File: src/hdl/scb_pkg.sv
`default_nettype none
package scb_pkg;

	// Access kinds
	localparam logic CMD_READ  = 1'b0;
	localparam logic CMD_WRITE = 1'b1;

	// Access sizes
	localparam logic [1:0] WID_BYTE = 2'd0;
	localparam logic [1:0] WID_HALF = 2'd1;
	localparam logic [1:0] WID_WORD = 2'd2;

	// Completion status codes
	localparam logic [1:0] ST_OK        = 2'd0;
	localparam logic [1:0] ST_UNALIGNED = 2'd1;
	localparam logic [1:0] ST_FAULT     = 2'd2;

	// Register offsets
	localparam logic [11:0] OFF_CPUID  = 12'h000;
	localparam logic [11:0] OFF_ICSR   = 12'h004;
	localparam logic [11:0] OFF_VTOR   = 12'h008;
	localparam logic [11:0] OFF_AIRCR  = 12'h00C;
	localparam logic [11:0] OFF_SCR    = 12'h010;
	localparam logic [11:0] OFF_CCR    = 12'h014;
	localparam logic [11:0] OFF_PRIO0  = 12'h018;
	localparam logic [11:0] OFF_PRIO1  = 12'h01C;
	localparam logic [11:0] OFF_PRIO2  = 12'h020;
	localparam logic [11:0] OFF_PRIOLS = 12'h023;
	localparam logic [11:0] OFF_SHCSR  = 12'h024;

	// Reset-control write key and the pattern stored in its place
	localparam logic [15:0] KEY_IN     = 16'h05FA;
	localparam logic [15:0] KEY_STORED = 16'hFA05;

	localparam int PRIO_COUNT = 12;

	// Configuration register indexes (word select bit of paddr)
	localparam logic CFG_CPUID = 1'b0;
	localparam logic CFG_CCR   = 1'b1;

	typedef struct packed {
		logic        cmd;
		logic [11:0] offset;
		logic [1:0]  access_width;
		logic [31:0] write_data;
	} req_t;

	typedef struct packed {
		logic [31:0] read_data;
		logic [1:0]  status;
	} rsp_t;

endpackage
`default_nettype wire

File: src/hdl/scb_if.sv
`default_nettype none
interface scb_req_if;
	logic        valid;
	logic        ready;
	logic        cmd;
	logic [11:0] offset;
	logic [1:0]  access_width;
	logic [31:0] write_data;

	modport source (output valid, cmd, offset, access_width, write_data, input ready);
	modport sink (input valid, cmd, offset, access_width, write_data, output ready);
endinterface

interface scb_rsp_if;
	logic        valid;
	logic        ready;
	logic [31:0] read_data;
	logic [1:0]  status;

	modport source (output valid, read_data, status, input ready);
	modport sink (input valid, read_data, status, output ready);
endinterface
`default_nettype wire

File: src/hdl/scb_cfg.sv
`default_nettype none
module scb_cfg
	import scb_pkg::*;
(
	input  wire logic        clk,
	input  wire logic        arst_n,
	input  wire logic        psel,
	input  wire logic        penable,
	input  wire logic        pwrite,
	input  wire logic [2:0]  paddr,
	input  wire logic [31:0] pwdata,
	output logic      [31:0] prdata,
	output logic             pready,
	output logic      [31:0] cpu_identity,
	output logic      [31:0] config_control
);

	logic [31:0] cpuid_q;
	logic [31:0] ccr_q;
	logic        wr_en;

	assign pready = 1'b1;
	assign wr_en  = psel && penable && pwrite;

	// Only the word select bit decodes; the byte lane bits are ignored.
	always_ff @(posedge clk or negedge arst_n) begin
		if (!arst_n) begin
			cpuid_q <= '0;
			ccr_q   <= '0;
		end else if (wr_en) begin
			unique case (paddr[2])
				CFG_CPUID: cpuid_q <= pwdata;
				CFG_CCR:   ccr_q   <= pwdata;
				default:   cpuid_q <= cpuid_q;
			endcase
		end
	end

	assign prdata         = (paddr[2] == CFG_CCR) ? ccr_q : cpuid_q;
	assign cpu_identity   = cpuid_q;
	assign config_control = ccr_q;

endmodule
`default_nettype wire

File: src/hdl/scb_regs.sv
`default_nettype none
module scb_regs
	import scb_pkg::*;
(
	input  wire logic        clk,
	input  wire logic        arst_n,
	input  wire logic        upd,
	input  wire req_t        item,
	input  wire logic [31:0] cpu_identity,
	input  wire logic [31:0] config_control,
	output rsp_t             rsp
);

	logic [31:0] icsr_q;
	logic [31:0] vtor_q;
	logic [31:0] aircr_q;
	logic [31:0] scr_q;
	logic [31:0] shcsr_q;
	logic [7:0]  prio_q [PRIO_COUNT];

	logic [31:0] prio_word [3];
	logic [31:0] rd;
	logic [1:0]  st;
	logic        we_icsr, we_vtor, we_aircr, we_scr, we_shcsr;
	logic        we_pbyte, we_pword;
	logic [1:0]  pword_sel;
	logic [3:0]  pbyte_sel;
	logic [11:0] pbyte_diff;

	always_comb begin
		for (int g = 0; g < 3; g++) begin
			prio_word[g] = {prio_q[4*g+3], prio_q[4*g+2], prio_q[4*g+1], prio_q[4*g]};
		end
	end

	assign pbyte_diff = item.offset - OFF_PRIO0;
	assign pbyte_sel  = pbyte_diff[3:0];

	always_comb begin
		rd        = '0;
		st        = ST_OK;
		we_icsr   = 1'b0;
		we_vtor   = 1'b0;
		we_aircr  = 1'b0;
		we_scr    = 1'b0;
		we_shcsr  = 1'b0;
		we_pbyte  = 1'b0;
		we_pword  = 1'b0;
		pword_sel = 2'd0;
		if (item.cmd == CMD_READ) begin
			if (item.access_width != WID_WORD) begin
				st = ST_UNALIGNED;
			end else begin
				unique case (item.offset)
					OFF_CPUID: rd = cpu_identity;
					OFF_ICSR:  rd = icsr_q;
					OFF_VTOR:  rd = vtor_q;
					OFF_AIRCR: rd = aircr_q;
					OFF_SCR:   rd = scr_q;
					OFF_CCR:   rd = config_control;
					OFF_PRIO0: rd = prio_word[0];
					OFF_PRIO1: rd = prio_word[1];
					OFF_PRIO2: rd = prio_word[2];
					OFF_SHCSR: rd = shcsr_q;
					default:   st = ST_FAULT;
				endcase
			end
		end else begin
			priority if (item.access_width == WID_BYTE && item.offset >= OFF_PRIO0
					&& item.offset <= OFF_PRIOLS) begin
				we_pbyte = 1'b1;
			end else if (item.access_width != WID_WORD) begin
				st = ST_UNALIGNED;
			end else begin
				unique case (item.offset)
					OFF_ICSR:  we_icsr = 1'b1;
					OFF_VTOR:  we_vtor = 1'b1;
					OFF_AIRCR: we_aircr = (item.write_data[31:16] == KEY_IN);
					OFF_SCR:   we_scr = 1'b1;
					OFF_PRIO0: begin
						we_pword  = 1'b1;
						pword_sel = 2'd0;
					end
					OFF_PRIO1: begin
						we_pword  = 1'b1;
						pword_sel = 2'd1;
					end
					OFF_PRIO2: begin
						we_pword  = 1'b1;
						pword_sel = 2'd2;
					end
					OFF_SHCSR: we_shcsr = 1'b1;
					default:   st = ST_FAULT;
				endcase
			end
		end
	end

	always_ff @(posedge clk or negedge arst_n) begin
		if (!arst_n) begin
			icsr_q  <= '0;
			vtor_q  <= '0;
			aircr_q <= '0;
			scr_q   <= '0;
			shcsr_q <= '0;
			for (int i = 0; i < PRIO_COUNT; i++) begin
				prio_q[i] <= '0;
			end
		end else if (upd) begin
			if (we_icsr) begin
				icsr_q <= item.write_data;
			end
			if (we_vtor) begin
				vtor_q <= item.write_data;
			end
			if (we_aircr) begin
				aircr_q <= {KEY_STORED, item.write_data[15:0]};
			end
			if (we_scr) begin
				scr_q <= item.write_data;
			end
			if (we_shcsr) begin
				shcsr_q <= item.write_data;
			end
			for (int i = 0; i < PRIO_COUNT; i++) begin
				if (we_pbyte && pbyte_sel == 4'(i)) begin
					prio_q[i] <= item.write_data[7:0];
				end else if (we_pword && pword_sel == 2'(i / 4)) begin
					prio_q[i] <= item.write_data[8*(i%4) +: 8];
				end
			end
		end
	end

	assign rsp.read_data = rd;
	assign rsp.status    = st;

endmodule
`default_nettype wire

File: src/hdl/system_control_register_bank.sv
// Channel  | Role | Payload                                    | Handshake
// req      | sink | cmd, offset, access_width, write_data      | valid / ready
// rsp      | src  | read_data, status                          | valid / ready
// apb cfg  | sink | paddr, pwdata -> prdata                    | psel / penable, pready = 1
//
// An accepted request lands in the stage-one register; the decoder then applies
// any write and forms the response, which is captured in the response register
// when the request advances. Response valid rises as that register is loaded.
// One request is taken every cycle while the response side keeps ready high.
// When the response register is held, the stage-one request waits, and req.ready
// drops only while both are full. Valid flags and bank registers clear to zero on
// arst_n; the stage-one request and response payload registers have no reset.
`default_nettype none
module system_control_register_bank
	import scb_pkg::*;
(
	input  wire logic        clk,
	input  wire logic        arst_n,
	scb_req_if.sink          req,
	scb_rsp_if.source        rsp,
	input  wire logic        psel,
	input  wire logic        penable,
	input  wire logic        pwrite,
	input  wire logic [2:0]  paddr,
	input  wire logic [31:0] pwdata,
	output logic      [31:0] prdata,
	output logic             pready
);

	logic [31:0] cpu_identity;
	logic [31:0] config_control;

	// Stage one holds the request; stage two holds the finished response.
	req_t item_s1;
	logic valid_s1;
	rsp_t rsp_s2;
	logic valid_s2;
	rsp_t rsp_next;
	logic advance;
	logic take;

	// The stage-one request moves on whenever the response register is free or
	// being emptied this cycle. Its register writes commit on that same edge, so
	// the request behind it always sees the updated state.
	assign advance   = valid_s1 && (!valid_s2 || rsp.ready);
	assign req.ready = !valid_s1 || advance;
	assign take      = req.valid && req.ready;

	always_ff @(posedge clk or negedge arst_n) begin
		if (!arst_n) begin
			valid_s1 <= 1'b0;
		end else if (req.ready) begin
			valid_s1 <= req.valid;
		end
	end

	always_ff @(posedge clk) begin
		if (take) begin
			item_s1.cmd          <= req.cmd;
			item_s1.offset       <= req.offset;
			item_s1.access_width <= req.access_width;
			item_s1.write_data   <= req.write_data;
		end
	end

	scb_cfg u_cfg (
		.clk            (clk),
		.arst_n         (arst_n),
		.psel           (psel),
		.penable        (penable),
		.pwrite         (pwrite),
		.paddr          (paddr),
		.pwdata         (pwdata),
		.prdata         (prdata),
		.pready         (pready),
		.cpu_identity   (cpu_identity),
		.config_control (config_control)
	);

	scb_regs u_regs (
		.clk            (clk),
		.arst_n         (arst_n),
		.upd            (advance),
		.item           (item_s1),
		.cpu_identity   (cpu_identity),
		.config_control (config_control),
		.rsp            (rsp_next)
	);

	// The response register empties on a transfer and refills when a request advances.
	always_ff @(posedge clk or negedge arst_n) begin
		if (!arst_n) begin
			valid_s2 <= 1'b0;
		end else if (advance) begin
			valid_s2 <= 1'b1;
		end else if (rsp.ready) begin
			valid_s2 <= 1'b0;
		end
	end

	always_ff @(posedge clk) begin
		if (advance) begin
			rsp_s2 <= rsp_next;
		end
	end

	assign rsp.valid     = valid_s2;
	assign rsp.read_data = rsp_s2.read_data;
	assign rsp.status    = rsp_s2.status;

endmodule
`default_nettype wire

File: src/flat_wrapper.sv
// flat-port wrapper written by rule: the top's interface ports become plain ports
module system_control_register_bank_flat import scb_pkg::*;
  (clk, arst_n, psel, penable, pwrite, paddr, pwdata, prdata, pready, req_valid, req_cmd, req_offset, req_access_width, req_write_data, req_ready, rsp_valid, rsp_read_data, rsp_status, rsp_ready);
  scb_req_if req_i ();
  scb_rsp_if rsp_i ();
  input  wire logic clk;
  input  wire logic arst_n;
  input  wire logic psel;
  input  wire logic penable;
  input  wire logic pwrite;
  input  wire logic [2:0] paddr;
  input  wire logic [31:0] pwdata;
  output logic      [31:0] prdata;
  output logic pready;
  input wire logic [$bits(req_i.valid)-1:0] req_valid;
  input wire logic [$bits(req_i.cmd)-1:0] req_cmd;
  input wire logic [$bits(req_i.offset)-1:0] req_offset;
  input wire logic [$bits(req_i.access_width)-1:0] req_access_width;
  input wire logic [$bits(req_i.write_data)-1:0] req_write_data;
  output wire logic [$bits(req_i.ready)-1:0] req_ready;
  output wire logic [$bits(rsp_i.valid)-1:0] rsp_valid;
  output wire logic [$bits(rsp_i.read_data)-1:0] rsp_read_data;
  output wire logic [$bits(rsp_i.status)-1:0] rsp_status;
  input wire logic [$bits(rsp_i.ready)-1:0] rsp_ready;
  assign req_i.valid = req_valid;
  assign req_i.cmd = req_cmd;
  assign req_i.offset = req_offset;
  assign req_i.access_width = req_access_width;
  assign req_i.write_data = req_write_data;
  assign req_ready = req_i.ready;
  assign rsp_valid = rsp_i.valid;
  assign rsp_read_data = rsp_i.read_data;
  assign rsp_status = rsp_i.status;
  assign rsp_i.ready = rsp_ready;
  system_control_register_bank u_core (.clk(clk), .arst_n(arst_n), .req(req_i), .rsp(rsp_i), .psel(psel), .penable(penable), .pwrite(pwrite), .paddr(paddr), .pwdata(pwdata), .prdata(prdata), .pready(pready));
endmodule
File: config.mk
export PLATFORM = sky130hd
export DESIGN_NAME = system_control_register_bank_flat
export DESIGN_NICKNAME = d
export VERILOG_FILES = /design/src/hdl/scb_pkg.sv /design/src/hdl/scb_if.sv /design/src/hdl/scb_cfg.sv /design/src/hdl/scb_regs.sv /design/src/hdl/system_control_register_bank.sv /design/src/flat_wrapper.sv
export SDC_FILE = /design/constraint.sdc
export NUM_CORES = 1
export LEC_CHECK = 0
export BUFFER_PORTS_ARGS = -buffer_cell sky130_fd_sc_hd__buf_2
export CAP_MARGIN = 15
export CORE_MARGIN = 8
export CORE_UTILIZATION = 43
export CTS_CLUSTER_DIAMETER = 120
export CTS_CLUSTER_SIZE = 16
export DETAILED_ROUTE_END_ITERATION = 10
export HOLD_SLACK_MARGIN = 0.02
export SYNTH_ARGS = -nofsm -noshare
export SYNTH_HDL_FRONTEND = slang
export SYNTH_SLANG_ARGS = --single-unit
File: constraint.sdc
create_clock -name clk -period 4.2 [get_ports clk]
set_input_delay 1.26 -clock clk [delete_from_list [all_inputs] [get_ports clk]]
set_output_delay 1.26 -clock clk [all_outputs]
set_load 0.01 [all_outputs]
==> metrics.yaml <==
outcome: "finished, final reports clean"
drcViolationCount: 0
final_cells: 2005
crit_family: "buffers and inverters"
cts_setup_buffers: 0
r2r_setup_slack_ns: 0.91
ys.flop_type: "dfrtp_1"
routabilityCongestion: 0.850
cp.required_ns: 2.94
h-tree-depth: 1
grt_max_degree: 103
dp.cells: 1958
postSynthCellCount: 1297
route.antenna.remaining_nets: 0
hpwl_mm: 38.7
dr.first_iter.drc_count: 1362
setup-tns-final_ns: 0
cts_sinks: 388
syn_avg_cell_area_um2: 13.8
ys_top_cells_by_count: "dfrtp_1, mux2_2, a22oi_1"
design.portCount: 158
synth_area_leaders: "dfrtp_1, mux2_2, edfxtp_1"
startpoint: "paddr[2]"
relSlewSlack_pct: 34.8
synth_most_common_cell: "dfrtp_1"
crit_path_end_kind: "output port"
gr-total-overflow: 0
powerDensity_nw_per_um2: 375
period_needed_ns: 3.43
multiInputGateArea_um2: 7340
power.leakage_nw: 8.67
crit_cells: 4
regArea_um2: 10100
cts_tree: "done"
async_reset_ff_share_pct: 79.1
synth_edf_count: 81
wl_mm: 58.5
hold_depth: 1
cpPeakStageDelay_ns: 0.38
die_area_um2: 48200
clock.fmax_mhz: 292
syn_nets: 1386
firstDrtPassIters: 5
synth_warnings: 0
slew_violations: 0
grt_pass1_wl_mm: 87.4
slowest_stage: "mux2_2"
ctsHoldBuffers: 0
vdd_ir_drop_max_mv: 0.272
ys_ff_latch: 388
rsz0062_at_grt: "no"
antenna_found_initial: 0
core_region_area_um2: 40900
cp-start-kind: "input pin"
grt_pass1_vias: 13161
crit_buf_inv: 3
hp-class: "register to register"
syn_to_final_growth_pct: 14.1
setup.worst_path.end: "prdata[28]"
critical_path.max_fanout: 34
die_x_um: 220
yosysTopAreaCellShare_pct: 43.1
clock_path_buffers: 3
r2r-start: "u_core.item_s1[45]"
yosysTopAreaCell: "dfrtp_1"
die_h_um: 220
clkLatencyLatePin_ns: 0.57
layout.nets: 1545
ys_seq_area_share_pct: 56.7
layout-drive-gt1-share_pct: 40.9
numCtsBuffers: 28
portBuffers: 154
finalSetupViolations: 0
finalClockSkew_ns: 0.0148
tightestPinTransition_ns: 0.978
max-cap-violations: 0
detail_route.wl_per_cell_um: 29.2
crit_path_cell_trace: "buf_2 -> buf_12 -> mux2_2 -> buf_2"
via_count: 12504
rows: 74
r2r_end: "u_core.rsp.read_data[24]"
grtUsageTotal_pct: 24.1
rr_worst_depth: 7
antenna_cells: 0
cts_root_buf: "clkbuf_16"
fillers: 3592
worst_ep_arrival_time_ns: 2.17
crit_type: "input pin to output port"
avgViaCountPerCell: 6.24
yosys.cell_types.count: 70
start_util_pct: 43.6
ctsResizeCount: 0
synth_area_um2: 17800
fin_crit_sh_pct: 81.6
critical_path.most_common_cell: "buf_2"
clk_pin_slew_ns: 0.08
finalHoldViolations: 0
[routing by layer]
layer / up-vias / track usage, % / share of wire (%)
met2: 515 / 39.4 / 48
met1: 6519 / 32.2 / 42
met5: - / 0 / 0
li1: 5347 / - / -
met3: 123 / 3.88 / 6.8
met4: 0 / 8.35 / 3.7
[where the power goes]
part / leakage, nW / switching [mW] / internal [mW]
sequential: 4.94 / 0.230 / 4.04
clock: 0.384 / 1.33 / 1.28
combinational: 3.34 / 0.414 / 0.340
total: 8.67 / 1.97 / 5.67
[worst min path at each step]
| stage | from | to | slack (ns) |
|---|---|---|---|
| 6_report | u_core.u_regs.prio_q[9] | u_core.u_regs.prio_q[9] | 0.49 |
| 5_1_grt | u_core.u_regs.prio_q[41] | u_core.u_regs.prio_q[41] | 0.50 |
| 4_1_cts | u_core.u_regs.prio_q[41] | u_core.u_regs.prio_q[41] | 0.49 |
| 3_5_place_dp | u_core.u_regs.prio_q[35] | u_core.u_regs.prio_q[35] | 0.47 |
| 3_3_place_gp | u_core.u_regs.prio_q[34] | u_core.u_regs.prio_q[34] | 0.47 |
| 2_1_floorplan | u_core.u_regs.prio_q[16] | u_core.u_regs.prio_q[16] | 0.45 |
[final cells by class]
| cell class | instances | share of cell area (%) |
|---|---|---|
| clock buffers | 46 | 3.88 |
| clock inverters | 1 | 0.0799 |
| inverters | 2 | 0.0369 |
| multi-input cells | 809 | 36.1 |
| flip-flops and latches | 388 | 49.7 |
| well taps | 532 | 3.27 |
| repair buffers | 227 | 6.96 |
[cell usage in the layout, fill, tap and decap left out, drive strengths merged, types with 3 or more instances in the layout]
cell / instances
nor2: 29
a22oi: 110
nor3b: 4
a31oi: 13
dfrtp: 307
nor4: 7
nand3b: 3
nand3: 8
clkbuf: 46
nand2b: 9
or4: 3
a222oi: 13
nor4b: 6
nand4: 3
a221oi: 19
or3: 7
o32ai: 3
mux2: 318
nand2: 32
nor3: 21
o21ai: 14
mux2i: 26
o2bb2ai: 55
edfxtp: 81
buf: 227
nor2b: 5
a21oi: 36
o22ai: 19
or4b: 3
a22o: 12
a2bb2oi: 3
[flip-flops by register name, summed over array words and instances, names as in the netlist]
signal                       count
u_core.rsp.read_data            32
u_core.u_regs.shcsr_q           32
u_core.u_regs.icsr_q            32
u_core.valid_s1                  1
u_core.u_cfg.cpu_identity       32
u_core.item_s1                  47
u_core.u_regs.prio_q            96
u_core.rsp.status                2
u_core.u_regs.scr_q             32
u_core.rsp.valid                 1
u_core.u_cfg.config_control     32
u_core.u_regs.vtor_q            32
u_core.u_regs.aircr_q           17
[stage by stage]
step / hold slack (ns) / setup slack (ns) / power (mW) / util, % / cell area, um2
6_report: 0.491 / 0.775 / 7.64 / 49.7 / 20400
5_1_grt: 0.501 / 0.736 / 7.91 / 49.7 / 20400
4_1_cts: 0.488 / 0.759 / 7.70 / 49.7 / 20400
3_5_place_dp: 0.471 / 0.762 / 5.12 / 47.8 / 19500
3_3_place_gp: 0.465 / 0.775 / 5.10 / 47.8 / 19500
2_1_floorplan: 0.449 / 0.301 / 4.65 / - / 17800
[worst reg2reg max path: stages (launching register included)]
cell and delay, ns:
edfxtp_1 0.40, nor4_2 0.63, nand2_1 0.54, buf_4 0.36, nor2_1 0.61, buf_4 0.30, a222oi_1 0.13, a21oi_1 0.17
[logic make-up (layout without fill, tap and decap cells)]
kind of cell           after synthesis  in the layout  share of synthesized area, %
other                                1              1                        0.0210
muxes                              346            346                          21.8
and+or+nand+nor                    152            152                          5.61
DFF                                388            388                          56.7
buffers and inverters              100            276                          2.55
AOI/OAI and AO/OA                  310            310                          13.3
No activity file was read; power rests on OpenSTA's default activity.
